File: config.mk
export PLATFORM = sky130hd
export DESIGN_NAME = button_click_hold_classifier
export DESIGN_NICKNAME = d
export VERILOG_FILES = /design/src/rtl/core/bchc_pkg.sv /design/src/rtl/core/bchc_step.sv /design/src/rtl/core/button_click_hold_classifier.sv
export VERILOG_INCLUDE_DIRS = /design/src /design/src/rtl/core
export SDC_FILE = /design/constraint.sdc
export NUM_CORES = 1
export LEC_CHECK = 0
export BUFFER_PORTS_ARGS = -buffer_cell sky130_fd_sc_hd__buf_4
export CORE_MARGIN = 2
export CORE_UTILIZATION = 42
export CTS_BUF_LIST = sky130_fd_sc_hd__clkbuf_8
export CTS_CLUSTER_DIAMETER = 150
export DETAILED_ROUTE_END_ITERATION = 16
export SETUP_SLACK_MARGIN = 0.5
export SYNTH_ARGS = -nofsm -noshare
export SYNTH_HDL_FRONTEND = slang
export SYNTH_SLANG_ARGS = --single-unit
export TNS_END_PERCENT = 5
File: constraint.sdc
create_clock -name clk -period 6.6 [get_ports clk]
set_clock_uncertainty 0.1 [all_clocks]
set_input_delay 1.32 -clock clk [delete_from_list [all_inputs] [get_ports clk]]
set_output_delay 1.32 -clock clk [all_outputs]
set_load 0.05 [all_outputs]
File: src/rtl/core/assert_macros.svh
// Assertion macros used by the top level of the click/hold classifier.
`ifndef ASSERT_MACROS_SVH
`define ASSERT_MACROS_SVH

// Property checked on every rising clk edge outside reset.
`define ASSERT_CLK(label, prop, msg) \
  label: assert property (@(posedge clk) disable iff (rst) (prop)) else $error(msg);

// Condition that must never be true on a rising clk edge outside reset.
`define ASSERT_NEVER(label, cond, msg) \
  label: assert property (@(posedge clk) disable iff (rst) !(cond)) else $error(msg);

`endif

File: src/rtl/core/bchc_pkg.sv
// Types and constants of the button click/hold classifier.
`timescale 1ns / 1ps

package bchc_pkg;

  localparam int TickW = 16;
  localparam int ColourW = 2;
  localparam int CfgIdxW = 2;

  // Register indexes on the configuration port.
  localparam logic [CfgIdxW-1:0] CFG_DEBOUNCE = 2'd0;
  localparam logic [CfgIdxW-1:0] CFG_CLICK    = 2'd1;
  localparam logic [CfgIdxW-1:0] CFG_HOLD     = 2'd2;

  // Register reset values.
  localparam logic [TickW-1:0] DEBOUNCE_RST = 16'd50;
  localparam logic [TickW-1:0] CLICK_RST    = 16'd250;
  localparam logic [TickW-1:0] HOLD_RST     = 16'd2700;

  localparam logic [TickW-1:0] TICK_MAX = 16'hFFFF;

  // Colour codes.
  localparam logic [ColourW-1:0] COL_OFF   = 2'd0;
  localparam logic [ColourW-1:0] COL_RED   = 2'd1;
  localparam logic [ColourW-1:0] COL_GREEN = 2'd2;
  localparam logic [ColourW-1:0] COL_BLUE  = 2'd3;

  // Press phase, one-hot.
  typedef enum logic [3:0] {
    PH_IDLE     = 4'b0001,
    PH_DEBOUNCE = 4'b0010,
    PH_CLICK    = 4'b0100,
    PH_HOLD     = 4'b1000
  } phase_t;

  typedef struct packed {
    logic [TickW-1:0] debounce_ticks;
    logic [TickW-1:0] click_ticks;
    logic [TickW-1:0] hold_ticks;
  } cfg_t;

  typedef struct packed {
    phase_t           phase;
    logic [TickW-1:0] elapsed;
    logic             edge_latched;
    logic             last_level;
    logic [ColourW-1:0] colour;
  } state_t;

  typedef struct packed {
    logic               red_on;
    logic               green_on;
    logic               blue_on;
    logic [ColourW-1:0] colour_index;
    logic               click_seen;
    logic               hold_seen;
  } res_t;

endpackage

File: src/rtl/core/bchc_step.sv
// One-tick update of the press classifier: next state and result for one level sample.
`timescale 1ns / 1ps

module bchc_step (
  input  bchc_pkg::cfg_t   cfg,
  input  bchc_pkg::state_t st,
  input  logic             level,
  output bchc_pkg::state_t st_next,
  output bchc_pkg::res_t   res
);

  logic                        pressed;
  logic                        edge_now;
  logic [bchc_pkg::TickW-1:0]  limit;
  logic                        expired;
  logic [bchc_pkg::TickW-1:0]  elapsed_inc;
  logic                        click;
  logic                        hold;
  logic [bchc_pkg::ColourW-1:0] colour_step;

  assign pressed  = ~level;
  // falling edge this tick is visible to the idle check right away
  assign edge_now = st.edge_latched | (st.last_level & ~level);

  // one shared compare against the current wait's length
  always_comb begin
    unique case (st.phase)
      bchc_pkg::PH_DEBOUNCE: limit = cfg.debounce_ticks;
      bchc_pkg::PH_CLICK:    limit = cfg.click_ticks;
      bchc_pkg::PH_HOLD:     limit = cfg.hold_ticks;
      default:               limit = cfg.debounce_ticks;
    endcase
  end

  assign expired     = st.elapsed >= limit;
  assign elapsed_inc = (st.elapsed == bchc_pkg::TICK_MAX) ? st.elapsed
                                                          : st.elapsed + 16'd1;
  assign colour_step = (st.colour == bchc_pkg::COL_BLUE) ? bchc_pkg::COL_RED
                                                         : st.colour + 2'd1;

  // phase transitions
  always_comb begin
    st_next              = st;
    st_next.edge_latched = edge_now;
    st_next.last_level   = level;
    click                = 1'b0;
    hold                 = 1'b0;
    unique case (st.phase)
      bchc_pkg::PH_IDLE: begin
        if (edge_now && pressed) begin
          st_next.phase   = bchc_pkg::PH_DEBOUNCE;
          st_next.elapsed = '0;
        end
      end
      bchc_pkg::PH_DEBOUNCE: begin
        if (pressed && expired) begin
          st_next.phase   = bchc_pkg::PH_CLICK;
          st_next.elapsed = '0;
        end else if (pressed) begin
          st_next.elapsed = elapsed_inc;
        end else begin
          st_next.phase        = bchc_pkg::PH_IDLE;
          st_next.elapsed      = '0;
          st_next.edge_latched = 1'b0;
        end
      end
      bchc_pkg::PH_CLICK: begin
        if (pressed && expired) begin
          st_next.phase   = bchc_pkg::PH_HOLD;
          st_next.elapsed = '0;
        end else if (pressed) begin
          st_next.elapsed = elapsed_inc;
        end else begin
          // release inside the window is a click; late release does nothing
          if (!expired) begin
            st_next.colour = colour_step;
            click          = 1'b1;
          end
          st_next.phase        = bchc_pkg::PH_IDLE;
          st_next.elapsed      = '0;
          st_next.edge_latched = 1'b0;
        end
      end
      bchc_pkg::PH_HOLD: begin
        if (pressed && !expired) begin
          st_next.elapsed = elapsed_inc;
        end else begin
          if (pressed) begin
            st_next.colour = bchc_pkg::COL_OFF;
            hold           = 1'b1;
          end
          st_next.phase        = bchc_pkg::PH_IDLE;
          st_next.elapsed      = '0;
          st_next.edge_latched = 1'b0;
        end
      end
      default: begin
        st_next.phase        = bchc_pkg::PH_IDLE;
        st_next.elapsed      = '0;
        st_next.edge_latched = 1'b0;
      end
    endcase
  end

  // result from the updated colour
  assign res.red_on       = st_next.colour == bchc_pkg::COL_RED;
  assign res.green_on     = st_next.colour == bchc_pkg::COL_GREEN;
  assign res.blue_on      = st_next.colour == bchc_pkg::COL_BLUE;
  assign res.colour_index = st_next.colour;
  assign res.click_seen   = click;
  assign res.hold_seen    = hold;

endmodule

File: src/rtl/core/button_click_hold_classifier.sv
// Top level of the button click/hold classifier: input stage, state, result queue.
//
//   channel  direction  signals                      moves
//   in       sink       in_valid/in_ready            one level sample (tick)
//   out      source     out_valid/out_ready          one result per tick
//   cfg      sink       cfg_write/cfg_index/cfg_data register write, no wait
//
// One tick per cycle sustained while the receiver keeps taking results; a tick
// passes the input register, then the step logic into a two-entry result queue.
// The queue lets a new tick in while an earlier result waits to be taken;
// in_ready drops only when the input register holds a tick and the queue is
// full with no pop. Reset (rst, synchronous) restores idle, colour off and the
// register defaults; it leaves no pending transactions.
`timescale 1ns / 1ps
`include "assert_macros.svh"

module button_click_hold_classifier (
  input  logic                          clk,
  input  logic                          rst,
  input  logic                          in_valid,
  output logic                          in_ready,
  input  logic                          button_level,
  output logic                          out_valid,
  input  logic                          out_ready,
  output logic                          red_on,
  output logic                          green_on,
  output logic                          blue_on,
  output logic [bchc_pkg::ColourW-1:0]  colour_index,
  output logic                          click_seen,
  output logic                          hold_seen,
  input  logic                          cfg_write,
  input  logic [bchc_pkg::CfgIdxW-1:0]  cfg_index,
  input  logic [bchc_pkg::TickW-1:0]    cfg_data
);

  bchc_pkg::cfg_t   cfg;
  bchc_pkg::state_t st;
  bchc_pkg::state_t st_next;
  bchc_pkg::res_t   step_res;
  bchc_pkg::res_t   q_mem [2];
  bchc_pkg::res_t   q_head;

  logic       s1_valid;
  logic       s1_level;
  logic       s1_fire;
  logic       q_room;
  logic       q_pop;
  logic       q_wr;
  logic       q_rd;
  logic [1:0] q_count;
  logic [1:0] q_count_next;

  // configuration registers
  always_ff @(posedge clk) begin
    if (rst) begin
      cfg.debounce_ticks <= bchc_pkg::DEBOUNCE_RST;
      cfg.click_ticks    <= bchc_pkg::CLICK_RST;
      cfg.hold_ticks     <= bchc_pkg::HOLD_RST;
    end else if (cfg_write) begin
      case (cfg_index)
        bchc_pkg::CFG_DEBOUNCE: cfg.debounce_ticks <= cfg_data;
        bchc_pkg::CFG_CLICK:    cfg.click_ticks    <= cfg_data;
        bchc_pkg::CFG_HOLD:     cfg.hold_ticks     <= cfg_data;
        default: ;
      endcase
    end
  end

  // input register
  assign q_room   = (q_count != 2'd2) || out_ready;
  assign s1_fire  = s1_valid && q_room;
  assign in_ready = !s1_valid || s1_fire;

  always_ff @(posedge clk) begin
    if (rst) begin
      s1_valid <= 1'b0;
    end else if (in_ready) begin
      s1_valid <= in_valid;
    end
  end

  always_ff @(posedge clk) begin
    if (in_valid && in_ready) begin
      s1_level <= button_level;
    end
  end

  // step logic
  bchc_step u_step (
    .cfg     (cfg),
    .st      (st),
    .level   (s1_level),
    .st_next (st_next),
    .res     (step_res)
  );

  always_ff @(posedge clk) begin
    if (rst) begin
      st.phase        <= bchc_pkg::PH_IDLE;
      st.elapsed      <= '0;
      st.edge_latched <= 1'b0;
      st.last_level   <= 1'b1;
      st.colour       <= bchc_pkg::COL_OFF;
    end else if (s1_fire) begin
      st <= st_next;
    end
  end

  // two-entry result queue
  assign q_pop     = out_valid && out_ready;
  assign out_valid = q_count != 2'd0;
  assign q_head    = q_mem[q_rd];

  always_comb begin
    q_count_next = q_count;
    if (s1_fire && !q_pop) begin
      q_count_next = q_count + 2'd1;
    end else if (!s1_fire && q_pop) begin
      q_count_next = q_count - 2'd1;
    end
  end

  always_ff @(posedge clk) begin
    if (rst) begin
      q_count <= 2'd0;
      q_wr    <= 1'b0;
      q_rd    <= 1'b0;
    end else begin
      q_count <= q_count_next;
      if (s1_fire) begin
        q_wr <= ~q_wr;
      end
      if (q_pop) begin
        q_rd <= ~q_rd;
      end
    end
  end

  always_ff @(posedge clk) begin
    if (s1_fire) begin
      q_mem[q_wr] <= step_res;
    end
  end

  assign red_on       = q_head.red_on;
  assign green_on     = q_head.green_on;
  assign blue_on      = q_head.blue_on;
  assign colour_index = q_head.colour_index;
  assign click_seen   = q_head.click_seen;
  assign hold_seen    = q_head.hold_seen;

  // checks
  `ASSERT_NEVER(a_q_over, q_count == 2'd3, "result queue count out of range")
  `ASSERT_NEVER(a_click_and_hold, step_res.click_seen && step_res.hold_seen, "click with hold")
  `ASSERT_CLK(a_hold_clears,
    s1_fire && step_res.hold_seen |=> st.colour == bchc_pkg::COL_OFF, "hold left colour on")
  `ASSERT_CLK(a_wait_has_edge, st.phase != bchc_pkg::PH_IDLE |-> st.edge_latched, "no edge")
  `ASSERT_CLK(a_no_drop, s1_valid && !s1_fire |=> s1_valid && $stable(s1_level), "tick lost")

endmodule

== Word-level counts from Yosys, hierarchy flattened ==
Memories as Yosys holds them, arrays and structs flattened. A register that Yosys moved wholly into a read port is not among the register bits.
Index checks and enable logic that the tools add are counted.
Storage, ports and cells
  register bits after elaboration: 78
  latch bits: 0
  memory bits (writable): 14
  ROM bits: 0
  input bits: 24
  word-level logic and storage cells: 95
  memories: 1
Memory list
  q_mem: depth 2, width 7, read ports 1, clocked after Yosys merged registers in 1, wr ports 1, RTL line button_click_hold_classifier.sv:40  | bchc_pkg::res_t q_mem [2];
Operators by class
  add/subtract/negate cells: 4
  $mul: 0
  divide/modulo/power cells: 0
  magnitude comparators: 1
  eq/ne operators: 14
  shifts and indexed selects: 0
  multiplexer cells: 34
  bitwise operators: 5
  reductions and logical operators: 23
Operators with widths (count)
  20-bit one-hot mux with 4 select lines: 1
  20-bit two-way mux: 3
  16-bit two-way mux: 3
  16-bit one-hot mux with 2 select lines: 1
  16-bit by 1-bit adder with 16-bit output (second input constant): 1
  16-bit == test (second input constant): 1
  16-bit greater-or-equal comparator: 1
  2-bit two-way mux: 8
  1-bit two-way mux: 14
  2-bit == test (second input constant): 4
  1-bit logical AND: 8
  4-bit two-way mux: 2
  2-bit AND reduction: 4
  2-bit by 1-bit adder with 2-bit output (second input constant): 2
  2-bit by 1-bit == test with 1-bit output (second input constant): 2
  4-bit by 1-bit == test with 1-bit output (second input constant): 1
  4-bit by 2-bit == test with 1-bit output (second input constant): 1
  4-bit by 3-bit == test with 1-bit output (second input constant): 1
  4-bit == test (second input constant): 1
  1-bit logical NOT: 4
  2-bit != test (second input constant): 2
  2-bit one-hot mux with 2 select lines: 1
  2-bit nonzero test: 2
  1-bit inverter: 3
  other kinds (9): 10

== Logic depth before layout (Yosys ltp) ==
Gate-level depths: netlist (run 1).
  depth after elaboration: 8
  mapped depth: 13
  gate-level depth less buffers: 11

== Modules after synthesis ==
A second synthesis (run 1) with hierarchy kept.
Second synthesis, totals
  cell total of the unflattened synthesis: 594
  area, all modules: 5013.6 µm²
Modules (own cells, without submodules)
  button_click_hold_classifier: instances 1, cells an instance 369, area each 3597.2 µm², seq. area each 2011.9 µm²
  bchc_step: instances 1, cells an instance 225, area each 1416.4 µm², seq. area each 0.0 µm²

== Least setup slack after synthesis (run 1) ==
OpenSTA, ideal clock, no wires.
  path type: input to output
  start: input out_ready
  end: output in_ready
  arrival time: 2.187 ns
  required time: 5.180 ns
  slack: 2.993 ns
  stages on the path: 2
  path buffers: 0
  cell sequence: nor3b_1 nand2_1
On the way
  word-level cells in the longest chain between the ends: 3
RTL lines
  start: declaration: RTL line button_click_hold_classifier.sv:24  | input logic out_ready,
  1-bit logical OR: RTL line button_click_hold_classifier.sv:70  | assign q_room = (q_count != 2'd2) || out_ready;
  1-bit logical AND: RTL line button_click_hold_classifier.sv:71  | assign s1_fire = s1_valid && q_room;
  1-bit logical OR: RTL line button_click_hold_classifier.sv:72  | assign in_ready = !s1_valid || s1_fire;
  end: declaration: RTL line button_click_hold_classifier.sv:21  | output logic in_ready,
No other way between the ends.

==> flow_summary.json, run 1 <==
{
  "use_met1": 0.275,
  "synth_top_family_by_area": "simple AND/OR/NAND/NOR gates",
  "via_per_inst": 5.40,
  "dp.cells": 649,
  "ir_drop_uv": 120,
  "critPathArrivalTime_ns": 4.41,
  "synth_ff_type": "dfxtp_1",
  "reg2reg_depth": 10,
  "crit_fanout": 18,
  "synthXorXnorAreaFrac": 0.0274,
  "placed_area_um2": 4790,
  "cts_buffers": 9,
  "synth_seq_area_share": 0.449,
  "final_cells": 665,
  "antennaDiodeCount": 0,
  "ys_warn_count": 0,
  "grt_max_degree": 51,
  "grt_pass1_vias": 3344,
  "reg2reg_from": "st[23]$_SDFFE_PP0P_",
  "die_x_um": 107,
  "ctsHoldBuffers": 0,
  "rows": 37,
  "crit_start": "st[23]$_SDFFE_PP0P_",
  "yosys.area_share.simple": 0.249,
  "status": "complete, no violations",
  "first_pass_iters": 4,
  "cts_resized": 0,
  "fin_nets": 567,
  "cts-root-buf": "clkbuf_8",
  "worstPathCellList": "nor4b_4, nor2_1, a21oi_1, ha_1, and4_1, nand4_1, or4_4, nand4b_4, mux2_4, nor3b_2",
  "start_util": 0.434,
  "synth.net_count": 549,
  "grtUsageTotal": 0.185,
  "synth_edf_count": 15,
  "start_kind": "flop",
  "reg2reg_setup_slack_ns": 2.19,
  "rsz0062_at_grt": "false",
  "dp_hpwl_um": 6900,
  "power_leakage_nw": 1.90,
  "numPortBuffers": 32,
  "fin_crit_sh": 0.668,
  "crit_slowest_cell": "nor4b_4",
  "routed_wl_um": 10200,
  "critPathCaptureType": "flop",
  "crit_type": "flop to flop",
  "gp_congestion": 0.767,
  "synth-async-reset-ratio": 0,
  "vias": 3589,
  "slew_viol_final": 0,
  "holdWs_ns": 0.359,
  "post_synth_fa_ha_maj_area_fraction": 0.0531,
  "use_met3": 0.0353,
  "worstPathRequired_ns": 6.61,
  "die_h_um": 107,
  "slew_headroom": 0.209,
  "clk_pin_slew_ns": 0.09,
  "ios": 33,
  "grt_pass1_wl_um": 16800,
  "dp_slack_ns": 2.15,
  "ant_nets": 0,
  "synth.area.mux_share": 0.0263,
  "grt-ovfl-total": 0,
  "syn_to_final_growth_pct": 11.8,
  "r2r-end": "q_mem[0][6]$_DFFE_PP_",
  "htree_levels": 3,
  "fmax_ghz": 0.227,
  "clock_latency_ns": 0.36,
  "ys_ff_latch": 93,
  "cts.sinks": 93,
  "power.density_nw_per_um2": 255,
  "setup_violations": 0,
  "clock_path_buffers": 2,
  "drtIter0Drc": 254,
  "synth.distinct_cells": 67,
  "syn_area_um2": 4480,
  "crit_path_max_incr_delay_ns": 0.89,
  "finalCriticalPeriod_ns": 4.41,
  "die_area_um2": 11500,
  "maxCapViolCount": 0,
  "worstMarginPinSlew_ns": 1.18,
  "cts_tree": "yes",
  "postCtsSetupRepairBufs": 0,
  "fin_area_um2": 5000,
  "finalWorstSetupSlack_ns": 2.19,
  "gr-usage-met2": 0.273,
  "drive_gt1_frac": 0.147,
  "synth_compound_area_frac": 0.162,
  "busiest_layer": "met1",
  "antenna_found_initial": 0,
  "min_path_type": "flop to flop",
  "synthCells": 506,
  "fin_tns_setup_ns": 0,
  "wl_per_cell_um": 15.3,
  "hold_viol_final": 0,
  "syn_avg_cell_area_um2": 8.85,
  "core_um2": 10300,
  "endpoint": "q_mem[0][6]$_DFFE_PP_",
  "drc": 0
}
## area by class of cell
class / count / area (um2)
Inverter: 8 / 30.0
Clock buffer: 9 / 124
Multi-Input combinational cell: 378 / 2320
Sequential cell: 93 / 2010
Tap cell: 136 / 170
Fill cell: 1009 / 5320
Clock inverter: 7 / 90.1
Timing Repair Buffer: 34 / 255
## worst max-delay path, delay by kind of cell, from the launching register on
kind | cells | cell delay [ns]
simple gates | 7 | 2.67
flops | 1 | 0.57
mux | 1 | 0.34
compound gates | 1 | 0.28
fa+ha+maj | 1 | 0.18
## per-layer routing
metal / wire [um] / up-vias / part of all wire
li1: - / 1818 / -
met1: 5150 / 1688 / 0.50
met2: 4520 / 75 / 0.44
met3: 429 / 8 / 0.042
met4: 98 / 0 / 0.0096
met5: 0 / - / 0
## kinds of logic (layout without fill, tap and decap cells)
family | count (synthesis) | in the layout
simple gates | 223 | 223
compound gates | 112 | 112
fa+ha+maj | 19 | 19
flops | 93 | 93
xor+xnor | 14 | 14
mux | 10 | 10
buf+inv | 35 | 58
## registers in the layout, summed over array words and instances (netlist names), named ones only
signal,flops
st,24
s1_level,1
q_wr,1
cfg,48
q_count,2
s1_valid,1
q_rd,1
q_mem,14
## where the power goes
part / internal [mW] / switching [mW] / leakage [nW] / total [mW]
clock: 0.212 / 0.203 / 0.111 / 0.415
combinational: 0.0856 / 0.142 / 1.02 / 0.227
sequential: 0.607 / 0.0279 / 0.773 / 0.635
total: 0.905 / 0.372 / 1.90 / 1.28
## cells in the mapped netlist, types with 2 or more instances
library cell / instances / area share
nor4b_4: 2 / 0.011
ha_1: 19 / 0.053
nand3b_1: 3 / 0.0050
a21oi_1: 62 / 0.069
a21o_1: 3 / 0.0050
nand2b_1: 4 / 0.0056
a22o_1: 15 / 0.029
o21ai_0: 6 / 0.0067
mux2_2: 7 / 0.018
and2_1: 3 / 0.0042
edfxtp_1: 15 / 0.10
nor3b_2: 2 / 0.0056
buf_4: 3 / 0.0050
xor2_1: 9 / 0.018
and4_1: 2 / 0.0039
nor3b_1: 3 / 0.0050
or3_1: 2 / 0.0028
o21a_1: 2 / 0.0034
inv_1: 7 / 0.0059
a31oi_1: 3 / 0.0042
nor3_1: 8 / 0.0089
nand3_1: 24 / 0.027
or2_2: 2 / 0.0028
and3b_1: 2 / 0.0039
nand4_1: 6 / 0.0084
dfxtp_1: 78 / 0.35
clkbuf_1: 20 / 0.017
buf_2: 3 / 0.0034
xnor2_1: 5 / 0.0098
o21ai_1: 2 / 0.0022
nor2_1: 30 / 0.025
nand2_1: 114 / 0.096
and3_1: 6 / 0.0084
## worst min-delay path by stage
stage / startpoint / end / slack, ns / depth (start not counted)
4_1_cts: cfg[39]$_SDFFE_PP0P_ / cfg[39]$_SDFFE_PP0P_ / 0.36 / 2
6_report: cfg[26]$_SDFFE_PP0P_ / cfg[26]$_SDFFE_PP0P_ / 0.36 / 2
2_1_floorplan: cfg[16]$_SDFFE_PP0P_ / cfg[16]$_SDFFE_PP0P_ / 0.34 / 2
3_5_place_dp: cfg[32]$_SDFFE_PP0P_ / cfg[32]$_SDFFE_PP0P_ / 0.35 / 2
5_1_grt: cfg[32]$_SDFFE_PP0P_ / cfg[32]$_SDFFE_PP0P_ / 0.38 / 2
3_3_place_gp: cfg[25]$_SDFFE_PP0P_ / cfg[25]$_SDFFE_PP0P_ / 0.34 / 2
## layout by cell type, fill, tap and decap left out, types with 4 or more instances in the layout
cell type  Yosys  routed
nand2_1      114     114
dfxtp_1       78      78
a21oi_1       62      62
buf_4          3      34
nor2_1        30      30
nand3_1       24      24
ha_1          19      19
a22o_1        15      15
edfxtp_1      15      15
xor2_1         9       9
clkbuf_8       0       9
inv_1          7       8
nor3_1         8       8
mux2_2         7       7
nand4_1        6       6
o21ai_0        6       6
and3_1         6       6
xnor2_1        5       5
nand2b_1       4       4
## metrics by stage
stage | util | power (mW)
2_1_floorplan | - | 0.811
3_3_place_gp | 0.464 | 0.873
3_5_place_dp | 0.464 | 0.876
4_1_cts | 0.485 | 1.29
5_1_grt | 0.485 | 1.34
6_report | 0.485 | 1.28
(Power assumes the default switching activity.)
==> run 2, diff against run 1 <==
==> constraint.sdc (replaced) <==
create_clock -name clk -period 4.6 [get_ports clk]
set_clock_uncertainty 0.1 [all_clocks]
set_input_delay 0.92 -clock clk [delete_from_list [all_inputs] [get_ports clk]]
set_output_delay 0.92 -clock clk [all_outputs]
set_load 0.05 [all_outputs]
==> flow_summary.json, run 2 (synthesis results as in run 1) <==
{
  "sw_frac_of_total": 0.292,
  "dp_slack_ns": 0.950,
  "status": "complete, no violations",
  "setup_violations": 0,
  "start_util": 0.434,
  "via_per_inst": 5.35,
  "antenna_found_initial": 0,
  "fin_area_um2": 5030,
  "fin_tns_setup_ns": 0,
  "clockPowerShare": 0.333,
  "crit_fanout": 18,
  "power_leakage_nw": 1.91,
  "grtUsageTotal": 0.187,
  "htree_levels": 3,
  "drtIter0Drc": 148,
  "critPathCaptureType": "flop",
  "worstMarginPinSlew_ns": 1.16,
  "p_sw_mw": 0.542,
  "reg2reg_from": "st[22]$_SDFFE_PP0P_",
  "syn_to_final_growth_pct": 12.5,
  "p_total_mw": 1.86,
  "worstPathRequired_ns": 4.70,
  "r2r-end": "q_mem[0][5]$_DFFE_PP_",
  "drc": 0,
  "ir_drop_uv": 179,
  "gp_congestion": 0.783,
  "antennaDiodeCount": 0,
  "power.density_nw_per_um2": 369,
  "hold_end": "cfg[34]$_SDFFE_PP0P_",
  "numPortBuffers": 32,
  "cts_resized": 0,
  "clock_latency_ns": 0.37,
  "drive_gt1_frac": 0.153,
  "fin_crit_sh": 0.799,
  "core_um2": 10300,
  "crit_slowest_cell": "or4_4",
  "placed_area_um2": 4810,
  "rsz0062_at_grt": "false",
  "slew_headroom": 0.224,
  "hold_viol_final": 0,
  "maxCapViolCount": 0,
  "clk_pin_slew_ns": 0.10,
  "holdWs_ns": 0.360,
  "critPathArrivalTime_ns": 3.78,
  "routed_wl_um": 10100,
  "cts-root-buf": "clkbuf_8",
  "rows": 37,
  "largest_reg_flops": 48,
  "ctsHoldBuffers": 0,
  "first_pass_iters": 7,
  "p_seq_frac": 0.491,
  "dp_hpwl_um": 6990,
  "ios": 33,
  "reg_top3": "cfg (48), st (24), q_mem (14)",
  "crit_type": "flop to flop",
  "grt-ovfl-total": 0,
  "start_kind": "flop",
  "worstPathCellList": "nor4b_4, buf_4, a22o_1, a21oi_1, ha_1, and4_1, nand4_1, or4_4, nand4b_4, mux2i_2, nor3b_2",
  "min_path_type": "flop to flop",
  "slew_viol_final": 0,
  "grt_pass1_vias": 3412,
  "die_x_um": 107,
  "cts.sinks": 93,
  "cts_buffers": 9,
  "reg2reg_depth": 11,
  "die_area_um2": 11500,
  "grt_max_degree": 51,
  "layout_common_cells": "nand2_1 (114), dfxtp_1 (78), a21oi_1 (62)",
  "layout.cells.most_common": "nand2_1",
  "clock_path_buffers": 2,
  "postCtsSetupRepairBufs": 0,
  "combinationalPowerShare": 0.176,
  "finalCriticalPeriod_ns": 3.68,
  "fmax_ghz": 0.272,
  "grt_pass1_wl_um": 16700,
  "min_path_cells": 2,
  "cts_tree": "yes",
  "ant_nets": 0,
  "finalWorstSetupSlack_ns": 0.923,
  "internal-power_mw": 1.31,
  "wl_per_cell_um": 15.2,
  "top_register": "cfg",
  "die_h_um": 107,
  "fin_nets": 570,
  "vias": 3570,
  "reg2reg_setup_slack_ns": 0.92,
  "crit_path_max_incr_delay_ns": 0.60,
  "min_from": "cfg[34]$_SDFFE_PP0P_"
}
[run 2: cell count changes in the layout (fill, tap and decap cells not counted), sizes merged]
cell / change
clkinvlp: +1
inv: -1
clkinv: -2
clkbuf: +1
buf: +3
[run 2: worst max path at each step]
stage,startpoint,endpoint,cells past startpoint
6_report,st[22]$_SDFFE_PP0P_,q_mem[0][5]$_DFFE_PP_,11
5_1_grt,st[23]$_SDFFE_PP0P_,q_mem[1][4]$_DFFE_PP_,11
4_1_cts,st[23]$_SDFFE_PP0P_,q_mem[0][5]$_DFFE_PP_,11
3_5_place_dp,st[23]$_SDFFE_PP0P_,q_mem[0][6]$_DFFE_PP_,11
3_3_place_gp,st[22]$_SDFFE_PP0P_,q_mem[0][6]$_DFFE_PP_,11
2_1_floorplan,st[20]$_SDFFE_PP1P_,q_mem[0][6]$_DFFE_PP_,12
[run 2: routing by layer]
metal	GRT usage	part of all wire	vias to the layer above
met5	0	0	-
met3	0.0316	0.043	10
met2	0.284	0.45	66
li1	-	-	1820
met4	0.0835	0.015	0
met1	0.259	0.49	1674
[run 2: cell type report]
| cell class | count | area (um2) |
|---|---|---|
| fill | 993 | 5290 |
| sequential | 93 | 2010 |
| inverter | 8 | 30.0 |
| tap | 136 | 170 |
| clock inverter | 5 | 83.8 |
| timing repair buffer | 37 | 278 |
| clock buffer | 10 | 138 |
| multi-input combinational | 378 | 2320 |
[run 2: critical path: cells and delay by family (launching register included)]
kind	cells	cell delay (ns)
AND/OR/NAND/NOR	6	1.66
AO/OA/AOI/OAI	2	0.22
buffers and inverters	1	0.27
flip-flops	1	0.58
adder cells (fa/ha/maj)	1	0.32
multiplexers	1	0.35
[run 2: through the flow]
| stage | instances | util |
|---|---|---|
| after floorplan | 506 | - |
| after global placement | 652 | 0.466 |
| after detailed placement | 652 | 0.466 |
| after CTS | 667 | 0.488 |
| after global routing | 667 | 0.488 |
| final | 667 | 0.488 |
[run 2: power groups by stage]
| stage | logic [mW] | clock network, mW | registers (mW) |
|---|---|---|---|
| 4_1_cts | 0.330 | 0.628 | 0.912 |
| 3_3_place_gp | 0.325 | 0 | 0.929 |
| 2_1_floorplan | 0.256 | 0 | 0.907 |
| 6_report | 0.327 | 0.617 | 0.911 |
| 3_5_place_dp | 0.328 | 0 | 0.931 |
| 5_1_grt | 0.357 | 0.666 | 0.918 |
==> run 3, diff against run 2 <==
==> constraint.sdc (replaced) <==
create_clock -name clk -period 3.5 [get_ports clk]
set_clock_uncertainty 0.1 [all_clocks]
set_input_delay 0.7 -clock clk [delete_from_list [all_inputs] [get_ports clk]]
set_output_delay 0.7 -clock clk [all_outputs]
set_load 0.05 [all_outputs]
==> flow_summary.json, run 3 (synthesis results as in run 1) <==
{
  "register_area_um2": 2020,
  "first_pass_iters": 5,
  "multi_input_area_um2": 2370,
  "grt_pass1_wl_um": 17800,
  "drtIter0Drc": 204,
  "worstPathRequired_ns": 3.51,
  "clock_path_buffers": 2,
  "cts_tree": "yes",
  "clock_latency_ns": 0.36,
  "routed_wl_um": 10600,
  "critPathCaptureType": "flop",
  "num-fill-cells": 985,
  "layout_common_cells": "nand2_1 (114), dfxtp_1 (74), a21oi_1 (61)",
  "fin_nets": 580,
  "min_path_type": "flop to flop",
  "start_kind": "flop",
  "die_h_um": 107,
  "wl_per_cell_um": 15.7,
  "slew_viol_final": 0,
  "numPortBuffers": 32,
  "worstPathCellList": "nor4b_4, nor2_2, buf_4, nand2_1, nand2_1, ha_1, nand2b_1, a2111oi_4, or4_4, nand4b_4, mux2_4, nor3b_2",
  "ant_nets": 0,
  "top_register": "cfg",
  "holdWs_ns": 0.360,
  "cts.sinks": 93,
  "hold_viol_final": 0,
  "ir_drop_uv": 209,
  "finalCriticalPeriod_ns": 3.27,
  "drive_gt1_frac": 0.186,
  "crit_fanout": 16,
  "antennaDiodeCount": 0,
  "power.density_nw_per_um2": 465,
  "die_area_um2": 11500,
  "largest_reg_flops": 48,
  "crit_type": "flop to flop",
  "power_leakage_nw": 1.98,
  "status": "complete, no violations",
  "ios": 33,
  "maxCapViolCount": 0,
  "cts-root-buf": "clkbuf_8",
  "rsz0062_at_grt": "true",
  "die_x_um": 107,
  "grt_pass1_vias": 3651,
  "drc": 0,
  "rows": 37,
  "ctsHoldBuffers": 0,
  "fin_tns_setup_ns": 0,
  "p_total_mw": 2.39,
  "via_per_inst": 5.38,
  "grt-ovfl-total": 0,
  "start_util": 0.434,
  "core_um2": 10300,
  "dp_slack_ns": 0.0981,
  "fin_crit_sh": 0.935,
  "crit_path_max_incr_delay_ns": 0.37,
  "dp_hpwl_um": 7560,
  "layout.cells.most_common": "nand2_1",
  "critPathArrivalTime_ns": 3.28,
  "clk_pin_slew_ns": 0.10,
  "htree_levels": 3,
  "syn_to_final_growth_pct": 15.0,
  "slew_headroom": 0.518,
  "antenna_found_initial": 0,
  "crit_slowest_cell": "a2111oi_4",
  "reg_top3": "cfg (48), st (24), q_mem (14)",
  "grt_max_degree": 51,
  "cts_buffers": 9,
  "gp_congestion": 0.812,
  "finalWorstSetupSlack_ns": 0.228,
  "setup_violations": 0,
  "fmax_ghz": 0.306,
  "crit_top_cell": "nand2_1",
  "grtUsageTotal": 0.198,
  "vias": 3646,
  "worstMarginPinSlew_ns": 0.723
}
-- run 3: worst max-delay path: cells and delay by family (launching register included) --
kind	cells	cell delay (ns)
AOI/OAI and AO/OA	1	0.37
adders and majority gates	1	0.29
buffers and inverters	1	0.20
DFF	1	0.36
muxes	1	0.37
and+or+nand+nor	8	1.31
-- run 3: routing by layer --
metal / global-route usage / part of all wire / vias to the layer above
met5: 0 / 0 / -
met4: 0.0779 / 0.0064 / 0
met3: 0.0310 / 0.045 / 4
met2: 0.316 / 0.47 / 73
met1: 0.268 / 0.48 / 1725
li1: - / - / 1844
-- run 3: final cells by class --
type | instances | area share
clock buffer | 10 | 0.0267
timing repair buffer | 47 | 0.0685
sequential | 93 | 0.392
clock inverter | 6 | 0.0136
inverter | 8 | 0.00583
tap | 136 | 0.0330
multi-input combinational | 378 | 0.461
-- run 3: metrics by stage --
stage               cell area, um2  utilization  std cells
finish                        5150        0.499        678
detailed placement            4890        0.474        661
floorplan                     4530            -        506
CTS                           5120        0.496        677
global placement              4890        0.474        661
global route                  5150        0.499        678
-- run 3: report_power, final --
group	leakage (nW)	switching [mW]	total, mW	internal (mW)
logic	1.10	0.280	0.454	0.174
clock network	0.103	0.390	0.746	0.355
registers	0.774	0.0490	1.19	1.14
total	1.98	0.719	2.39	1.67
-- run 3: timing repair --
action,CTS,global route
buffers inserted,0,1
pin swaps,2,1
setup endpoints to repair,35,35
resized for setup,6,4
-- run 3: worst paths after layout --
check	end	cells past startpoint	from	slack [ns]
hold / removal	cfg[35]$_SDFFE_PP0P_	2	cfg[35]$_SDFFE_PP0P_	0.36
hold reg to reg	cfg[35]$_SDFFE_PP0P_	2	cfg[35]$_SDFFE_PP0P_	0.36
setup reg to reg	q_mem[1][6]$_DFFE_PP_	12	st[22]$_SDFFE_PP0P_	0.23
setup / recovery	q_mem[1][6]$_DFFE_PP_	12	st[22]$_SDFFE_PP0P_	0.23
